==> config.mk <==
export PLATFORM = sky130hd
export DESIGN_NAME = tcc_front
export DESIGN_NICKNAME = d
export VERILOG_FILES = /design/src/tcc_pkg.sv /design/src/tcc_front.sv
export SDC_FILE = /design/constraint.sdc
export NUM_CORES = 1
export LEC_CHECK = 0
export BUFFER_PORTS_ARGS = -buffer_cell sky130_fd_sc_hd__buf_2
export CORE_UTILIZATION = 41
export DETAILED_ROUTE_END_ITERATION = 12
export GPL_TIMING_DRIVEN = 0
export SLEW_MARGIN = 0
export SYNTH_ARGS = -nofsm -noshare
export SYNTH_HDL_FRONTEND = slang
export SYNTH_SLANG_ARGS = --single-unit
export TNS_END_PERCENT = 30
==> constraint.sdc <==
create_clock -name i_clk -period 3 [get_ports i_clk]
set_input_delay 0.15 -clock i_clk [delete_from_list [all_inputs] [get_ports i_clk]]
set_output_delay 0.15 -clock i_clk [all_outputs]
set_load 0.05 [all_outputs]
==> src/tcc_pkg.sv <==
// tcc_pkg: shared types and constants of the text console cursor engine
// no dependencies; imported by every module of the block except tcc_check
`timescale 1ns / 1ps

package tcc_pkg;

    localparam logic [2:0] OP_PUTC   = 3'd0;
    localparam logic [2:0] OP_PUTPOS = 3'd1;
    localparam logic [2:0] OP_SETCUR = 3'd2;
    localparam logic [2:0] OP_FILL   = 3'd3;
    localparam logic [2:0] OP_READ   = 3'd4;

    localparam logic [3:0] K_NOP    = 4'd0;
    localparam logic [3:0] K_NL     = 4'd1;
    localparam logic [3:0] K_CR     = 4'd2;
    localparam logic [3:0] K_BS     = 4'd3;
    localparam logic [3:0] K_CHAR   = 4'd4;
    localparam logic [3:0] K_PUTPOS = 4'd5;
    localparam logic [3:0] K_SETCUR = 4'd6;
    localparam logic [3:0] K_FILL   = 4'd7;
    localparam logic [3:0] K_READ   = 4'd8;

    localparam logic [7:0]  CH_NL      = 8'h0A;
    localparam logic [7:0]  CH_CR      = 8'h0D;
    localparam logic [7:0]  CH_BS      = 8'h08;
    localparam logic [7:0]  CH_SPACE   = 8'h20;
    localparam logic [7:0]  ATTR_BLANK = 8'h0F;
    localparam logic [15:0] BLANK_CELL = {ATTR_BLANK, CH_SPACE};

    typedef struct packed {
        logic [3:0] kind;
        logic [7:0] char_code;
        logic [7:0] attribute;
        logic [7:0] col;
        logic [7:0] row;
        logic       in_range;
    } t_cmd;

    typedef struct packed {
        logic        echo_valid;
        logic [7:0]  echo_byte;
        logic [6:0]  cursor_col;
        logic [4:0]  cursor_row;
        logic [15:0] cell_data;
        logic        last;
    } t_result;

endpackage

==> src/tcc_front.sv <==
// tcc_front: input queue that classifies each transaction as it enters
// depends on tcc_pkg
`timescale 1ns / 1ps

module tcc_front import tcc_pkg::*; #(
    parameter int COLUMNS = 80,
    parameter int ROWS    = 25
) (
    input  logic       i_clk,
    input  logic       i_rst_n,
    input  logic       i_push,
    output logic       o_full,
    input  logic [2:0] i_opcode,
    input  logic [7:0] i_char_code,
    input  logic [7:0] i_attribute,
    input  logic [7:0] i_col,
    input  logic [7:0] i_row,
    input  logic       i_pop,
    output logic       o_empty,
    output t_cmd       o_cmd
);

    localparam int DEPTH = 4;

    t_cmd       r_q [DEPTH];
    logic [1:0] r_wp, r_rp;
    logic [2:0] r_cnt;
    t_cmd       n_entry;
    logic       push_ok, pop_ok;

    always_comb begin
        n_entry.char_code = i_char_code;
        n_entry.attribute = i_attribute;
        n_entry.col       = i_col;
        n_entry.row       = i_row;
        n_entry.in_range  = (32'(i_col) < COLUMNS) && (32'(i_row) < ROWS);
        case (i_opcode)
            OP_PUTC: begin
                if (i_char_code == CH_NL)      n_entry.kind = K_NL;
                else if (i_char_code == CH_CR) n_entry.kind = K_CR;
                else if (i_char_code == CH_BS) n_entry.kind = K_BS;
                else                           n_entry.kind = K_CHAR;
            end
            OP_PUTPOS: n_entry.kind = K_PUTPOS;
            OP_SETCUR: n_entry.kind = K_SETCUR;
            OP_FILL:   n_entry.kind = K_FILL;
            OP_READ:   n_entry.kind = K_READ;
            default:   n_entry.kind = K_NOP;
        endcase
    end

    assign o_full  = (r_cnt == 3'(DEPTH));
    assign o_empty = (r_cnt == 3'd0);
    assign o_cmd   = r_q[r_rp];
    assign push_ok = i_push && !o_full;
    assign pop_ok  = i_pop && !o_empty;

    always_ff @(posedge i_clk) begin
        if (push_ok) r_q[r_wp] <= n_entry;
    end

    always_ff @(posedge i_clk) begin
        if (!i_rst_n) begin
            r_wp  <= '0;
            r_rp  <= '0;
            r_cnt <= '0;
        end else begin
            if (push_ok) r_wp <= r_wp + 2'd1;
            if (pop_ok)  r_rp <= r_rp + 2'd1;
            r_cnt <= r_cnt + 3'(push_ok) - 3'(pop_ok);
        end
    end

endmodule

==> flow_summary.toml, run 1 <==
[finish]
layout.nets = 435
n_fill_cell = 1133
drive_gt1_share_pct = 38.1
num_antenna_cells = 0
area_growth_pct = 27.1

[floorplan]
dieArea_um2 = 15100
ioPinCount = 78
die_w_um = 123
coreArea_um2 = 14100
chipHeight_um = 123
rows = 43
initial_utilization_pct = 42.5

[synthesis]
synthTopCellsByArea = "edfxtp_1 (74%), mux4_2 (11%), mux4_1 (3.1%)"
ys.flop_type = "edfxtp_1"
syn_area_per_cell_um2 = 23.0
syn-num-nets = 307
yosysWarnings = 0
synth_top_cell_by_area = "edfxtp_1"
netlist.area_leader.share_pct = 74.2
syn_inst = 261
synth_area_um2 = 5990
synth_edf_count = 148
ys_seq_area_share_pct = 77.2
ys_seq_elements = 157
async_reset_ff_share_pct = 0
synthTopCellsByCount = "edfxtp_1 (148), mux4_2 (30), dfxtp_1 (9)"
synth.distinct_cells = 33
yosysMostFrequentCell = "edfxtp_1"

[timing]
slew-limit-headroom_pct = 58.3
maxSlewViolCount = 0
setup-tns-final_ns = 0
finalWorstSetupSlack_ns = 0.696
worst_slew_pin_slew_ns = 0.625
fmax_ghz = 0.434
hold_viol = 0
setup_viol = 0
rsz0062_at_grt = "no"
period_share_pct = 76.8
fin_skew_ns = 0.00558
finalCriticalPeriod_ns = 2.30

[grt]
grt_pass1_wl_um = 16400
overflow = 0
grt_max_degree = 22
grt_use_met1_pct = 20.2
gr-usage-met3_pct = 4.94
antenna_found_initial = 0
grt_busiest_layer = "met2"
gr-usage-met2_pct = 24.2
grt_use_total_pct = 15.5
grt_pass1_vias = 2987

[hold_path]
holdPathEnd = "r_q[1][26]$_DFFE_PP_"
hp-class = "in2reg"
whs_path_depth = 1
worstHoldStart = "i_char_code[1]"

[route]
routed_wl_um = 10600
wl_per_cell_um = 18.2
vias_per_cell = 4.97
vias = 2890
ant_nets = 0
drt_iter0_drc = 214
drcViolationCount = 0
first_pass_iters = 4

[setup_path]
start_kind = "register"
slowest_delay_ns = 0.46
ff2ff_path_depth = 12
crit_chain = "nor3b_2, nor2b_1, buf_2, inv_1, ha_1, inv_1, ha_1, inv_1, fa_1, xnor2_1, xnor2_1, and2_1"
cp_num_buf_inv = 4
r2r_end = "r_cnt[2]$_SDFF_PN0_"
worst-setup-path-type = "reg2reg"
r2r-start = "r_cnt[1]$_SDFF_PN0_"
crit_path_top_delay_cell = "dfxtp_1"
rrSetupSlack_ns = 0.70
crit_top_cell = "inv_1"
critical_path_peak_fanout = 7
critPathArrivalTime_ns = 2.62
critPathTopFamily = "adder cells"
cp.required_ns = 3.31
end_kind = "register"

[place]
dp_hpwl_um = 6530
portBuffers = 76
routabilityCongestion = 0.664
dp_slack_ns = 0.673

[pwr]
ir_drop_v = 0.000390
powerDensity_nw_per_um2 = 916
leakage_nw = 2.65

[outcome]
status = "finished clean"

[clocking]
cts_hold_buf = 29
cts.clk_slew.worst_paths_ns = 0.06
clockBufferDepth = 2
numCtsBuffers = 17
worst_skew_pair.late_latency_ns = 0.42
cts_htree_levels = 4
postCtsSetupBuffers = 0
cts_resized = 0
cts_tree = "yes"
cts.sinks = 157
cts_root_buf = "clkbuf_16"

[flow_run]
maxCapViolCount = 0
[kinds of logic (layout without fill, tap and decap cells)]
logic type	Yosys count	after routing	share of synthesized area, %
and+or+nand+nor	28	28	3.03
adders and majority gates	7	7	1.59
xor gates and xnor gates	3	3	0.438
DFF	157	157	77.2
AOI/OAI and AO/OA	10	10	1.00
muxes	39	39	14.7
buffers and inverters	17	158	2.11
[registers in the layout (all words and copies together) (netlist names), named ones only]
| signal | count |
|---|---|
| r_cnt | 3 |
| r_q | 148 |
| r_rp | 2 |
| r_wp | 2 |
[layer usage]
layer | up-vias | wire length, µm | share of wire (%)
li1 | 1348 | - | -
met1 | 1465 | 4660 | 44
met2 | 63 | 5280 | 50
met3 | 14 | 486 | 4.6
met4 | 0 | 155 | 1.5
met5 | - | 0 | 0
[layout make-up]
cell class / count / area [µm²] / area share [%]
well taps: 180 / 225 / 2.96
plain buffers: 10 / 100 / 1.31
flip-flops and latches: 157 / 4620 / 60.7
repair buffers: 109 / 766 / 10.1
multi-input cells: 87 / 1250 / 16.4
clock buffers: 19 / 433 / 5.68
inverters: 7 / 26.3 / 0.345
clock inverters: 13 / 196 / 2.58
[stage by stage]
stage               total power [mW]  cell area [µm²]  std cells  hold WS, ns  util [%]
finish                          6.97             7620        582       0.0325      54.0
global route                    7.26             7620        582       0.0150      54.0
CTS                             7.06             7620        582      0.00473      54.0
detailed placement              4.77             6700        521        0.370      47.5
global placement                4.71             6600        517        0.362      46.8
floorplan                       4.29             5990        261        0.249         -
[worst max path at each step]
stage / from / to / depth (start not counted)
after floorplan: r_cnt[1]$_SDFF_PN0_ / r_cnt[2]$_SDFF_PN0_ / 12
after global placement: r_cnt[1]$_SDFF_PN0_ / r_q[2][21]$_DFFE_PP_ / 4
after detailed placement: r_cnt[1]$_SDFF_PN0_ / r_cnt[2]$_SDFF_PN0_ / 12
after CTS: r_cnt[1]$_SDFF_PN0_ / r_cnt[2]$_SDFF_PN0_ / 12
after global routing: r_cnt[1]$_SDFF_PN0_ / r_cnt[2]$_SDFF_PN0_ / 12
final: r_cnt[1]$_SDFF_PN0_ / r_cnt[2]$_SDFF_PN0_ / 12
[placed cells by master, fill, tap and decap left out, drive strengths merged, types with 2 or more instances in the layout]
cell	synthesis	final
o22ai	2	2
and3	2	2
dfxtp	9	9
mux4	37	37
clkbuf	2	21
or4	2	2
inv	7	7
ha	6	6
dlygate4sd3	0	29
and2	6	6
nor2b	3	3
clkinvlp	0	2
buf	8	88
xnor2	2	2
nor3	2	2
nand3b	2	2
clkinv	0	6
o21ai	5	5
bufinv	0	5
mux2i	2	2
edfxtp	148	148
nand2	6	6
[power by group]
| group | switching [mW] | total [mW] | internal [mW] |
|---|---|---|---|
| clock | 0.804 | 2.27 | 1.47 |
| sequential | 0.0653 | 2.72 | 2.66 |
| combinational | 1.31 | 1.98 | 0.674 |
| total | 2.18 | 6.97 | 4.80 |
(Power assumes the default switching activity.)
==> run 2: changes to the inputs <==
==> constraint.sdc (replaced) <==
create_clock -name i_clk -period 2.1 [get_ports i_clk]
set_input_delay 0.105 -clock i_clk [delete_from_list [all_inputs] [get_ports i_clk]]
set_output_delay 0.105 -clock i_clk [all_outputs]
set_load 0.05 [all_outputs]
==> run 2 against run 1 <==
  * First-iteration DRC count is 9.3% lower
  * Critical path depth unchanged
  * Core utilization up 0.22 points
  * Power is 38% higher
  * Clock power increased by 21%
  * Cell area grew 0.41%
  * Fmax is 10% higher
  * Worst hold slack gained 0.072 ns
  * Via count rose by 2.9%
  * Global-route usage rose by 0.12 points
  * Clock-buffer cell count grew 5
  * Sequential cell count did not move
  * Critical path type unchanged
  * Largest power group unchanged
  * Highest routed layer unchanged
==> flow_summary.toml, run 2 (same netlist as run 1, synthesis figures left out) <==
[floorplan]
initial_utilization_pct = 42.5
coreArea_um2 = 14100
rows = 43
die_w_um = 123
chipHeight_um = 123
ioPinCount = 78
dieArea_um2 = 15100

[setup_path]
end_kind = "register"
worst-setup-path-type = "reg2reg"
critical_path_peak_fanout = 6
critPathArrivalTime_ns = 2.40
start_kind = "register"
cp.required_ns = 2.41

[route]
vias_per_cell = 5.03
ant_nets = 0
routed_wl_um = 10800
drcViolationCount = 0
drt_iter0_drc = 194
first_pass_iters = 4
wl_per_cell_um = 18.2
vias = 2975

[clocking]
cts_tree = "yes"
numCtsBuffers = 17
clockBufferDepth = 2
cts_root_buf = "clkbuf_16"
cts_htree_levels = 4
cts.clk_slew.worst_paths_ns = 0.06
cts.sinks = 157
worst_skew_pair.late_latency_ns = 0.42

[timing]
fin_skew_ns = 0.00630
fmax_ghz = 0.479
whs_ns = 0.104
slew-limit-headroom_pct = 30.4
period_share_pct = 99.5
rsz0062_at_grt = "yes"
setup_viol = 0
worst_slew_pin_slew_ns = 1.04
finalCriticalPeriod_ns = 2.09
hold_viol = 0
maxSlewViolCount = 0

[hold_path]
hp-class = "in2reg"

[finish]
drive_gt1_share_pct = 41.0
final_common_cell = "edfxtp_1"
final_cells = 592
final_cell_area_um2 = 7650
final_cell_mix = "edfxtp_1 (148), buf_2 (76), dlygate4sd3_1 (33)"
n_fill_cell = 1125
largest_registers = "r_q: 148 flops, r_cnt: 3 flops"
largest_reg_flops = 148
layout.nets = 445
area_growth_pct = 27.6
num_antenna_cells = 0
regMostFlops = "r_q"

[grt]
grt_max_degree = 38
overflow = 0
antenna_found_initial = 0
grt_use_total_pct = 15.7
grt_pass1_vias = 3178
grt_pass1_wl_um = 16600

[place]
dp_hpwl_um = 6270
placed_cells = 519
routabilityCongestion = 0.657
portBuffers = 76
dpl_cell_area_um2 = 6670

[pwr]
leakage_nw = 2.66
ir_drop_v = 0.000688
powerDensity_nw_per_um2 = 1260
total_power_mw = 9.61

[outcome]
status = "finished clean"

[flow_run]
maxCapViolCount = 0
==> run 2: cell count changes in the layout (fill, tap and decap cells not counted), sizes merged <==
cell / change
dlygate4sd3: +4
inv: +1
clkinvlp: -2
buf: +4
clkinv: +1
clkbuf: +7
bufinv: -5
==> run 2: final timing paths <==
kind / slack, ns / from / cells past startpoint / to
worst min register to register: 0.49 / r_rp[0]$_SDFFE_PN0P_ / 2 / r_rp[0]$_SDFFE_PN0P_
worst max register to register: 0.01 / r_cnt[1]$_SDFF_PN0_ / 12 / r_cnt[2]$_SDFF_PN0_
worst max-delay path: 0.01 / r_cnt[1]$_SDFF_PN0_ / 12 / r_cnt[2]$_SDFF_PN0_
worst min-delay path: 0.10 / i_opcode[2] / 2 / r_q[2][35]$_DFFE_PP_
==> run 2: layout make-up <==
type	count	area, µm²	share of cell area (%)
flip-flops and latches	157	4640	60.6
multi-input cells	87	1290	16.9
repair buffers	119	818	10.7
clock buffers	24	493	6.44
well taps	180	225	2.94
plain buffers	10	110	1.44
clock inverters	8	41.3	0.540
inverters	7	31.3	0.409
==> run 2: stage by stage <==
stage,TNS [ns],utilization (%),worst slack [ns]
global route,-2.38,54.3,-0.0933
global placement,-56.81,47.0,-0.764
finish,0,54.3,0.0111
floorplan,-3.41,-,-0.330
detailed placement,-0.408,47.3,-0.0652
CTS,-0.0183,54.0,-0.0183
==> run 2: report_power, final <==
part / internal (mW) / switching, mW / total, mW
clock: 1.63 / 1.11 / 2.74
combinational: 1.04 / 1.92 / 2.96
sequential: 3.81 / 0.0993 / 3.91
total: 6.48 / 3.13 / 9.61
==> run 2: per-layer routing <==
metal / track usage (%) / vias up / routed length [µm]
met2: 25.3 / 67 / 5360
met4: 8.23 / 0 / 208
li1: - / 1372 / -
met5: 0 / - / 0
met1: 19.6 / 1519 / 4760
met3: 3.83 / 17 / 440
==> run 2: worst max-delay path, stage by stage, from the launching register on <==
cell,delay [ns]
dfxtp_4,0.36
nor3b_4,0.20
nor2b_1,0.06
buf_4,0.15
inv_4,0.05
ha_4,0.19
inv_4,0.05
ha_4,0.12
inv_2,0.03
fa_2,0.34
xnor2_2,0.14
xnor2_1,0.13
and2_1,0.15
==> run 2: what timing repair did <==
| action | CTS | global route |
|---|---|---|
| pin swaps | 3 | 7 |
| hold endpoints to repair | 129 | 0 |
| resized for setup | 11 | 4 |
| hold buffers | 33 | 0 |
| endpoints found under the setup margin | 76 | 92 |
| buffers inserted | 4 | 4 |
