## src/tcc_pkg.sv

```systemverilog
// tcc_pkg: shared types and constants of the text console cursor engine
// no dependencies; imported by every module of the block except tcc_check
`timescale 1ns / 1ps

package tcc_pkg;

    localparam logic [2:0] OP_PUTC   = 3'd0;
    localparam logic [2:0] OP_PUTPOS = 3'd1;
    localparam logic [2:0] OP_SETCUR = 3'd2;
    localparam logic [2:0] OP_FILL   = 3'd3;
    localparam logic [2:0] OP_READ   = 3'd4;

    localparam logic [3:0] K_NOP    = 4'd0;
    localparam logic [3:0] K_NL     = 4'd1;
    localparam logic [3:0] K_CR     = 4'd2;
    localparam logic [3:0] K_BS     = 4'd3;
    localparam logic [3:0] K_CHAR   = 4'd4;
    localparam logic [3:0] K_PUTPOS = 4'd5;
    localparam logic [3:0] K_SETCUR = 4'd6;
    localparam logic [3:0] K_FILL   = 4'd7;
    localparam logic [3:0] K_READ   = 4'd8;

    localparam logic [7:0]  CH_NL      = 8'h0A;
    localparam logic [7:0]  CH_CR      = 8'h0D;
    localparam logic [7:0]  CH_BS      = 8'h08;
    localparam logic [7:0]  CH_SPACE   = 8'h20;
    localparam logic [7:0]  ATTR_BLANK = 8'h0F;
    localparam logic [15:0] BLANK_CELL = {ATTR_BLANK, CH_SPACE};

    typedef struct packed {
        logic [3:0] kind;
        logic [7:0] char_code;
        logic [7:0] attribute;
        logic [7:0] col;
        logic [7:0] row;
        logic       in_range;
    } t_cmd;

    typedef struct packed {
        logic        echo_valid;
        logic [7:0]  echo_byte;
        logic [6:0]  cursor_col;
        logic [4:0]  cursor_row;
        logic [15:0] cell_data;
        logic        last;
    } t_result;

endpackage

```

## src/tcc_out.sv

```systemverilog
// tcc_out: result queue between the executor and the result ports
// depends on tcc_pkg
`timescale 1ns / 1ps

module tcc_out import tcc_pkg::*; (
    input  logic    i_clk,
    input  logic    i_rst_n,
    input  logic    i_push,
    input  t_result i_res,
    output logic    o_full,
    input  logic    i_pop,
    output logic    o_empty,
    output t_result o_res
);

    localparam int DEPTH = 4;

    t_result    r_q [DEPTH];
    logic [1:0] r_wp, r_rp;
    logic [2:0] r_cnt;
    logic       push_ok, pop_ok;

    assign o_full  = (r_cnt == 3'(DEPTH));
    assign o_empty = (r_cnt == 3'd0);
    assign o_res   = r_q[r_rp];
    assign push_ok = i_push && !o_full;
    assign pop_ok  = i_pop && !o_empty;

    always_ff @(posedge i_clk) begin
        if (push_ok) r_q[r_wp] <= i_res;
    end

    always_ff @(posedge i_clk) begin
        if (!i_rst_n) begin
            r_wp  <= '0;
            r_rp  <= '0;
            r_cnt <= '0;
        end else begin
            if (push_ok) r_wp <= r_wp + 2'd1;
            if (pop_ok)  r_rp <= r_rp + 2'd1;
            r_cnt <= r_cnt + 3'(push_ok) - 3'(pop_ok);
        end
    end

endmodule

```

## config.mk

```make
export PLATFORM = sky130hd
export DESIGN_NAME = tcc_out
export DESIGN_NICKNAME = d
export VERILOG_FILES = /design/src/tcc_pkg.sv /design/src/tcc_out.sv
export SDC_FILE = /design/constraint.sdc
export NUM_CORES = 1
export LEC_CHECK = 0
export BUFFER_PORTS_ARGS = -buffer_cell sky130_fd_sc_hd__buf_4
export CELL_PAD_IN_SITES_DETAIL_PLACEMENT = 0
export CELL_PAD_IN_SITES_GLOBAL_PLACEMENT = 2
export CORE_ASPECT_RATIO = 0.75
export CORE_MARGIN = 10
export CORE_UTILIZATION = 39
export CTS_CLUSTER_SIZE = 28
export DETAILED_ROUTE_END_ITERATION = 6
export GPL_TIMING_DRIVEN = 0
export PLACE_DENSITY_LB_ADDON = 0.1
export SYNTH_ARGS = -nofsm -noshare
export SYNTH_HDL_FRONTEND = slang
export SYNTH_SLANG_ARGS = --single-unit
```

## constraint.sdc

```tcl
create_clock -name i_clk -period 6.19 [get_ports i_clk]
set_input_delay 0.9285 -clock i_clk [delete_from_list [all_inputs] [get_ports i_clk]]
set_output_delay 0.9285 -clock i_clk [all_outputs]
set_load 0.01 [all_outputs]
```

==> results of run 1 <==
[registers in the layout, summed over array words and instances (netlist names), named ones only]
register,count
r_cnt,3
r_q,152
r_rp,2
r_wp,2
[final cells by class]
class                   instances  area share [%]
clock inverters                12            1.89
clock buffers                  19            5.77
multi-input cells              72            15.1
well taps                     205            3.42
repair buffers                 84            9.08
plain buffers                  10            1.15
inverters                       6           0.300
flip-flops and latches        161            63.3
[power groups by stage]
stage               clock, mW  sequential [mW]  combinational, mW
CTS                      1.05             1.35              0.739
finish                   1.02             1.35              0.709
global route             1.10             1.36              0.780
detailed placement          0             1.38              0.736
global placement            0             1.38              0.716
floorplan                   0             1.37              0.420
[kinds of logic (layout without fill, tap and decap cells)]
group	after synthesis	count (layout)	synth area share [%]
and+or+nand+nor	19	19	1.99
xor gates and xnor gates	2	2	0.293
AOI/OAI and AO/OA	4	4	0.376
buffers and inverters	16	131	1.82
DFF	161	161	79.3
muxes	40	40	14.6
adders and majority gates	7	7	1.59
[worst max-delay path by stage]
stage	startpoint	end	slack, ps	depth (start not counted)
final	register	o_res[3]	3360	3
after CTS	register	o_res[12]	3300	4
after detailed placement	i_push	r_cnt[2]$_SDFF_PN0_	3410	11
after global routing	register	o_res[12]	3240	4
after global placement	i_push	r_q[2][3]$_DFFE_PP_	2710	4
after floorplan	i_push	r_cnt[2]$_SDFF_PN0_	3620	10
[per-stage QoR]
stage	std cells	hold slack [ps]	total power [mW]	utilization, %
after CTS	569	490	3.14	49.6
after detailed placement	538	480	2.11	45.8
after floorplan	249	454	1.79	-
after global placement	534	467	2.10	45.2
final	569	489	3.08	49.6
after global routing	569	531	3.24	49.6
[cells in the final DEF (no fill, tap or decap), drive strengths merged, types with 2 or more instances in the layout]
| cell | n |
|---|---|
| mux2i | 2 |
| and2 | 7 |
| dfxtp | 9 |
| edfxtp | 152 |
| inv | 7 |
| bufinv | 3 |
| nor2b | 2 |
| clkinv | 7 |
| clkbuf | 21 |
| nand2 | 6 |
| o21ai | 3 |
| mux4 | 38 |
| xnor2 | 2 |
| buf | 92 |
| ha | 6 |
[critical path, cell delays in order, from the launching register on]
cell                       delay (ps)
sky130_fd_sc_hd__dfxtp_1          320
sky130_fd_sc_hd__clkbuf_1         540
sky130_fd_sc_hd__mux4_2           450
sky130_fd_sc_hd__buf_4            170
[per-layer routing]
layer  routed length, um  vias to the layer above  GRT usage (%)  part of all wire (%)
met2                5280                       65           17.5                    47
met3                 749                       12           4.85                   6.7
met4                 124                        0           4.13                   1.1
li1                    -                     1246              -                     -
met1                4980                     1399           13.9                    45
met5                   0                        -              0                     0
==> reports/metrics.sh, run 1 <==
RUN_STATUS='finished clean'
TIMING.FINAL.SETUP_VIOLATIONS=0
R2R_END='r_cnt[2]$_SDFF_PN0_'
DRC=0
ANTENNA_CELL_COUNT=0
PWR_DENSITY_CELL_nW_PER_UM2=411
CLOCK_TREE.HTREE_LEVEL_COUNT=4
NETLIST.TOP_CELL.BY_AREA='sky130_fd_sc_hd__edfxtp_1'
REG2REG_SETUP_SLACK_PS=3960
ROUTE.ANTENNA.REMAINING_NETS=0
FINAL.SETUP.TNS_PS=0
VIAS=2722
PLACE_AREA_UM2=6930
CTS_TREE='built'
MIN_PERIOD_OVER_PERIOD_PCT=45.7
WORSTPATHMAXFANOUT=10
SYN_NETS=298
SYNTH-SEQ-AREA-SHARE_PCT=79.3
ARRIVAL_PS=1900
SYN_INST=249
INITIAL_UTILIZATION_PCT=39.6
GRT_OVERFLOW_TOTAL=0
DRTPASS1ITERATIONS=4
WORST_SKEW_PAIR.LATE_LATENCY_PS=410
WIRE_LENGTH_OF_THE_FIRST_GLOBAL_ROUTING_PASS_MM=17.6
ANTENNA_VIOLATIONS_BEFORE_REPAIR=0
POSTCTSSETUPREPAIRBUFS=0
CORE_REGION_AREA_UM2=15100
MOST_USED_FLIP_FLOP_CELL_AFTER_SYNTHESIS='sky130_fd_sc_hd__edfxtp_1'
TIMING.REG2REG.WORST_PATH_DEPTH=11
FINAL_NET_COUNT=401
AVG_WL_PER_CELL_UM=19.6
TOP_LEVEL_PORTS=82
PORTBUFFERS=80
WORSTHOLDPATHTYPE='reg -> reg'
FMAX_MHz=354
SYNTH_MOST_COMMON_CELL='sky130_fd_sc_hd__edfxtp_1'
POWER_LEAKAGE_nW=2.55
HOLD_BUFFERS=0
SYNTH_EDF_COUNT=152
SHARE_OF_THE_SYNTHESIZED_AREA_IN_THE_TOP_CELL_TYPE_PCT=76.3
HOLD-PATH-CELL-COUNT=2
NETLIST_TOP_CELLS_COUNT='152 x sky130_fd_sc_hd__edfxtp_1, 38 x sky130_fd_sc_hd__mux4_2, 9 x sky130_fd_sc_hd__dfxtp_1, 7 x sky130_fd_sc_hd__and2_1'
SYN_TO_FINAL_GROWTH_PCT=25.3
VIASPERCELL=4.78
DIE-WIDTH_UM=163
REGTOREGSTARTPOINT='r_cnt[2]$_SDFF_PN0_'
SEQCELLAREA_UM2=4740
MAX_CLOCK_SKEW_PS=7.74
FILLER_CELL_COUNT=1260
MAX-CLOCK-PATH-BUFFERS=2
COMBINATIONALPOWERSHARE_PCT=23.0
SHARE_SEQ_OF_TOTAL_POWER_PCT=43.9
CRITICAL_PATH_CLASS='reg -> out'
DIE_AREA_UM2=20700
MAXIMUM_NUMBER_OF_PINS_ON_ONE_NET_BEFORE_GLOBAL_ROUTE_REPAIR=30
PLACE_CONGESTION=0.696
FINAL_ROUTED_WIRELENGTH_MM=11.1
DRIVE_ABOVE_1_SHARE_PCT=44.5
SETUP_REPAIR_AFTER_GLOBAL_ROUTING_MISSED_ITS_MARGIN='no'
NETSWITCHINGFRACTION_PCT=24.5
WORSTPATHREQUIRED_PS=5260
POST_CTS_RESIZE_COUNT=0
IR_DROP_mV=0.258
CTSROOTBUFFERMASTER='sky130_fd_sc_hd__clkbuf_16'
GRT_PASS1_VIAS=3139
COUNT_OF_PINS_OVER_THEIR_SLEW_LIMIT=0
POST-DP-HPWL_MM=7.04
FINALWORSTSETUPSLACK_PS=3360
NUMCLOCKSINKS=161
GRT_USE_TOTAL_PCT=11.3
P_INT_mW=2.33
CTS-BUFFERS-INSERTED=17
MULTI_INPUT_COMB_AREA_UM2=1130
SETUP.WORST_PATH.START_CLASS='register'
TIMING.SLEW.HEADROOM_PCT=53.1
MAX_CAP_VIOLATIONS=0
FINAL_CELL_AREA_UM2=7500
DR.FIRST_ITER.DRC_COUNT=185
POSTSYNTH.ASYNCRESETSHARE_PCT=0
WORST_SETUP_HOLD_PATH_CLK_SLEW_PS=60
SYN-MEAN-INSTANCE-AREA_UM2=24.0
PLACEMENT.SETUP.WORST_SLACK_PS=3410
YOSYSWARNINGCOUNT=0
WORST_HOLD_PATH.ENDPOINT='r_rp[0]$_SDFFE_PN0P_'
NETLIST_AREA_UM2=5980
CLOCK_GROUP_SHARE_OF_TOTAL_POWER_PCT=33.1
DIEHEIGHT_UM=127
WORST_SLEW_PIN_SLEW_PS=704
HOLD_VIOL=0
SWITCHING_POWER_uW=756
WORST_HOLD_STARTPOINT='r_rp[0]$_SDFFE_PN0P_'
STD_CELL_ROWS=39
YS_SEQ_ELEMENTS=161
SYNTH.TOP_CELLS.BY_AREA='sky130_fd_sc_hd__edfxtp_1 76%, sky130_fd_sc_hd__mux4_2 14%, sky130_fd_sc_hd__dfxtp_1 3.0%'
SYNTH_CELL_TYPE_COUNT=23
CRIT_PATH_END_KIND='output port'
FINAL_PERIOD_MINUS_WORST_SETUP_SLACK_PS=2830
No activity file was read; power rests on OpenSTA's default activity.
==> run 2: changes to the inputs <==
ABC_AREA = 1   (was not set)
clock period = 2.82 ns   (was 6.19 ns; I/O delays follow)
==> run 2 against run 1 <==
Final area rose by 2.7%. Critical endpoint is now o_res[0]. Largest cell class unchanged. Critical path type unchanged. First-iteration DRC count rose by 30%. Total power rose by 130%. Register-to-register slack got worse by 3300 ps. Count of clock-buffer cells in the layout fell by 2. Worst setup slack got worse by 2800 ps. Synthesized area rose by 2.3%.
==> reports/metrics.sh, run 2 <==
WORST_SLEW_PIN_SLEW_PS=634  # -69.4 ps
MAX-CLOCK-PATH-BUFFERS=2  # unchanged
LARGEST_REGISTER_FFS=152  # unchanged
NUMCLOCKSINKS=161  # unchanged
PLACEMENT.SETUP.WORST_SLACK_PS=654  # -2760 ps
DIE-WIDTH_UM=165  # +1.0%
TIMING.FINAL.SETUP_VIOLATIONS=0  # unchanged
LARGEST_REGISTER='r_q'
SEQCELLAREA_UM2=4740  # unchanged
FINAL_ROUTED_WIRELENGTH_MM=14.3  # +28%
SYNTH.TOP_CELLS.BY_AREA='sky130_fd_sc_hd__edfxtp_1 75%, sky130_fd_sc_hd__o21ai_0 5.6%, sky130_fd_sc_hd__nor2_1 5.4%'
LIST_OF_CELLS_TRAVERSED_BY_THE_CRITICAL_PATH='inv_2, clkbuf_1, o21ai_0, o22ai_1, buf_4'
NETLIST_AREA_UM2=6120  # +2.3%
SETUP.WORST_PATH.START_CLASS='register'
DR.FIRST_ITER.DRC_COUNT=240  # +30%
TIMING.REG2REG.WORST_PATH_DEPTH=9  # -2
SYN_INST=436  # +75%
SYNTH-SEQ-AREA-SHARE_PCT=77.5  # -1.8 points
POST-DP-HPWL_MM=8.93  # +27%
VIAS=3716  # +37%
CRITICAL_PATH.SLOWEST_CELL='sky130_fd_sc_hd__clkbuf_1'
POSTSYNTH.ASYNCRESETSHARE_PCT=0  # unchanged
HOLD_BUFFERS=0  # unchanged
YOSYSWARNINGCOUNT=0  # unchanged
WORSTPATHMAXFANOUT=10  # unchanged
FMAX_MHz=441
ROUTE.ANTENNA.REMAINING_NETS=0  # unchanged
HOLD_WS_PS=203  # -286 ps
LARGEST_REGISTERS='r_q (152), r_cnt (3)'
SYN_TO_FINAL_GROWTH_PCT=25.9
SYN-MEAN-INSTANCE-AREA_UM2=14.0  # -42%
TIMING.SLEW.HEADROOM_PCT=57.6  # +4.5 points
VIASPERCELL=4.90  # +2.5%
WORST_SETUP_HOLD_PATH_CLK_SLEW_PS=60  # about the same
FINAL_PERIOD_MINUS_WORST_SETUP_SLACK_PS=2270
WORSTPATHREQUIRED_PS=2400  # -2860 ps
SYNTH_MOST_COMMON_CELL='sky130_fd_sc_hd__edfxtp_1'
GRT_OVERFLOW_TOTAL=0  # unchanged
WORST_SKEW_PAIR.LATE_LATENCY_PS=410  # about the same
MOST_FREQUENT_STANDARD_CELL_IN_THE_LAYOUT_EXCLUDING_FILL_AND_TAP_CELLS='sky130_fd_sc_hd__edfxtp_1'
MIN_PERIOD_OVER_PERIOD_PCT=80.4
MOSTFREQUENTLAYOUTCELLS='152 x sky130_fd_sc_hd__edfxtp_1, 86 x sky130_fd_sc_hd__buf_4, 84 x sky130_fd_sc_hd__nor2_1'
NETLIST_TOP_CELLS_COUNT='152 x sky130_fd_sc_hd__edfxtp_1, 88 x sky130_fd_sc_hd__nor2_1, 68 x sky130_fd_sc_hd__o21ai_0, 38 x sky130_fd_sc_hd__o22ai_1, 17 x sky130_fd_sc_hd__inv_1'
POWER_LEAKAGE_nW=2.79  # +9.2%
MAX_CAP_VIOLATIONS=0  # unchanged
AVG_WL_PER_CELL_UM=18.8  # -3.7%
CRITICAL_PATH_CELL_COUNT=5  # +2
CRIT_PATH_END_KIND='output port'
SHARE_OF_THE_SYNTHESIZED_AREA_IN_THE_TOP_CELL_TYPE_PCT=74.6  # -1.7 points
CELL_FAMILY_CONTRIBUTING_THE_MOST_DELAY_ON_THE_CRITICAL_PATH='buffers and inverters'
WORST_HOLD_STARTPOINT='i_res[7]'
GRT_PASS1_VIAS=3904  # +24%
MAXIMUM_NUMBER_OF_PINS_ON_ONE_NET_BEFORE_GLOBAL_ROUTE_REPAIR=28  # -6.7%
RUN_STATUS='finished clean'
WORSTHOLDPATHTYPE='in -> reg'
DIEHEIGHT_UM=128  # +0.97%
POST_CTS_RESIZE_COUNT=0  # unchanged
PWR_DENSITY_CELL_nW_PER_UM2=928  # +130%
YS_SEQ_ELEMENTS=161  # unchanged
PLACE_CONGESTION=0.693  # -0.45%
CPPEAKSTAGEDELAY_PS=380  # -160 ps
FINAL_NET_COUNT=589  # +47%
CTSROOTBUFFERMASTER='sky130_fd_sc_hd__clkbuf_16'
CORE_REGION_AREA_UM2=15300  # +1.3%
SYNTH_EDF_COUNT=152  # unchanged
CTS_TREE='built'
DRIVE_ABOVE_1_SHARE_PCT=25.5  # -19 points
INITIAL_UTILIZATION_PCT=39.9  # +0.39 points
WIRE_LENGTH_OF_THE_FIRST_GLOBAL_ROUTING_PASS_MM=22.0  # +25%
CRIT_END='o_res[0]'
TOP_LEVEL_PORTS=82  # unchanged
ARRIVAL_PS=1850  # -50 ps
CLOCK_TREE.HTREE_LEVEL_COUNT=4  # unchanged
PORTBUFFERS=81  # +1.3%
CP.BUFFERS_INVERTERS=3  # +1
IR_DROP_mV=0.446  # +73%
POSTCTSSETUPREPAIRBUFS=0  # unchanged
REGTOREGSTARTPOINT='r_cnt[1]$_SDFF_PN0_'
R2R_END='r_cnt[2]$_SDFF_PN0_'
SETUP_REPAIR_AFTER_GLOBAL_ROUTING_MISSED_ITS_MARGIN='no'
ANTENNA_CELL_COUNT=0  # unchanged
CRITICAL_PATH_CLASS='reg -> out'
HOLD_VIOL=0  # unchanged
REG2REG_SETUP_SLACK_PS=650  # -3310 ps
SYN_NETS=485  # +63%
MULTI_INPUT_COMB_AREA_UM2=1170  # +3.2%
MAX_CLOCK_SKEW_PS=6.61  # -1.13 ps
DRTPASS1ITERATIONS=6  # +2
NETLIST.TOP_CELL.BY_AREA='sky130_fd_sc_hd__edfxtp_1'
MOST_USED_FLIP_FLOP_CELL_AFTER_SYNTHESIS='sky130_fd_sc_hd__edfxtp_1'
GRT_USE_TOTAL_PCT=13.8  # +2.5 points
DRC=0  # unchanged
DIE_AREA_UM2=21200  # +2.0%
SYNTH_CELL_TYPE_COUNT=18  # -22%
COUNT_OF_PINS_OVER_THEIR_SLEW_LIMIT=0  # unchanged
ANTENNA_VIOLATIONS_BEFORE_REPAIR=0  # unchanged
FILLER_CELL_COUNT=1335  # +6.0%
CTS-BUFFERS-INSERTED=17  # unchanged
STD_CELL_ROWS=39  # unchanged
FINALWORSTSETUPSLACK_PS=552  # -2810 ps
==> run 2: changes by cell type in the layout (fill, tap and decap cells not counted), moves of 7 or more <==
cell,previous run,this run
sky130_fd_sc_hd__nand2_1,6,14
sky130_fd_sc_hd__nor2_1,0,84
sky130_fd_sc_hd__o22ai_1,0,38
sky130_fd_sc_hd__inv_1,6,17
sky130_fd_sc_hd__mux4_2,38,0
sky130_fd_sc_hd__o21ai_0,2,68
sky130_fd_sc_hd__o21ai_1,1,8
==> run 2: layout make-up <==
| type | count | area share (%) |
|---|---|---|
| Sequential cell | 161 | 61.6 |
| Multi-Input combinational cell | 232 | 15.2 |
| Timing Repair Buffer | 85 | 8.93 |
| Clock buffer | 17 | 5.52 |
| Tap cell | 205 | 3.33 |
| Clock inverter | 15 | 2.37 |
| Buffer | 24 | 2.13 |
| Inverter | 19 | 0.926 |
==> run 2: worst min-delay path by stage <==
| stage | to | slack (ps) | cells after the start |
|---|---|---|---|
| after CTS | r_q[0][23]$_DFFE_PP_ | 190 | 1 |
| after detailed placement | r_rp[0]$_SDFFE_PN0P_ | 480 | 2 |
| after global placement | r_rp[0]$_SDFFE_PN0P_ | 470 | 2 |
| final | r_q[0][7]$_DFFE_PP_ | 200 | 1 |
| after global routing | r_q[0][23]$_DFFE_PP_ | 180 | 1 |
| after floorplan | register | 450 | 2 |
==> run 2: metrics by stage <==
stage	util (%)	cells	instance area (um^2)	TNS [ps]	total power, mW
3_5_place_dp	46.3	726	7100	0	4.92
2_1_floorplan	-	436	6120	0	4.00
5_1_grt	50.3	758	7700	0	7.58
6_report	50.3	758	7700	0	7.15
3_3_place_gp	45.6	722	6990	-207310	4.86
4_1_cts	50.3	758	7700	0	7.26
==> run 2: power breakdown <==
part | total (mW) | leakage (nW) | internal, mW | switching (mW)
Clock | 2.34 | 0.288 | 1.40 | 0.934
Combinational | 1.83 | 1.04 | 0.728 | 1.10
Sequential | 2.99 | 1.47 | 2.91 | 0.0743
Total | 7.15 | 2.79 | 5.04 | 2.11
==> run 2: logic make-up (layout without fill, tap and decap cells) <==
kind of cell	after synthesis	count (layout)	synth area share, %
adder cells (fa/ha/maj)	7	7	1.55
flip-flops	161	161	77.5
AO/OA/AOI/OAI	119	119	10.5
buffers and inverters	43	160	3.84
AND/OR/NAND/NOR	106	106	6.58
==> run 2: routing by layer <==
layer	part of all wire, %	vias to the layer above	wire, um	GRT usage [%]
met1	44	1800	6340	17.2
met5	0	-	0	0
li1	-	1814	-	-
met4	0.99	0	142	4.99
met2	49	91	7000	22.4
met3	5.6	11	793	4.27
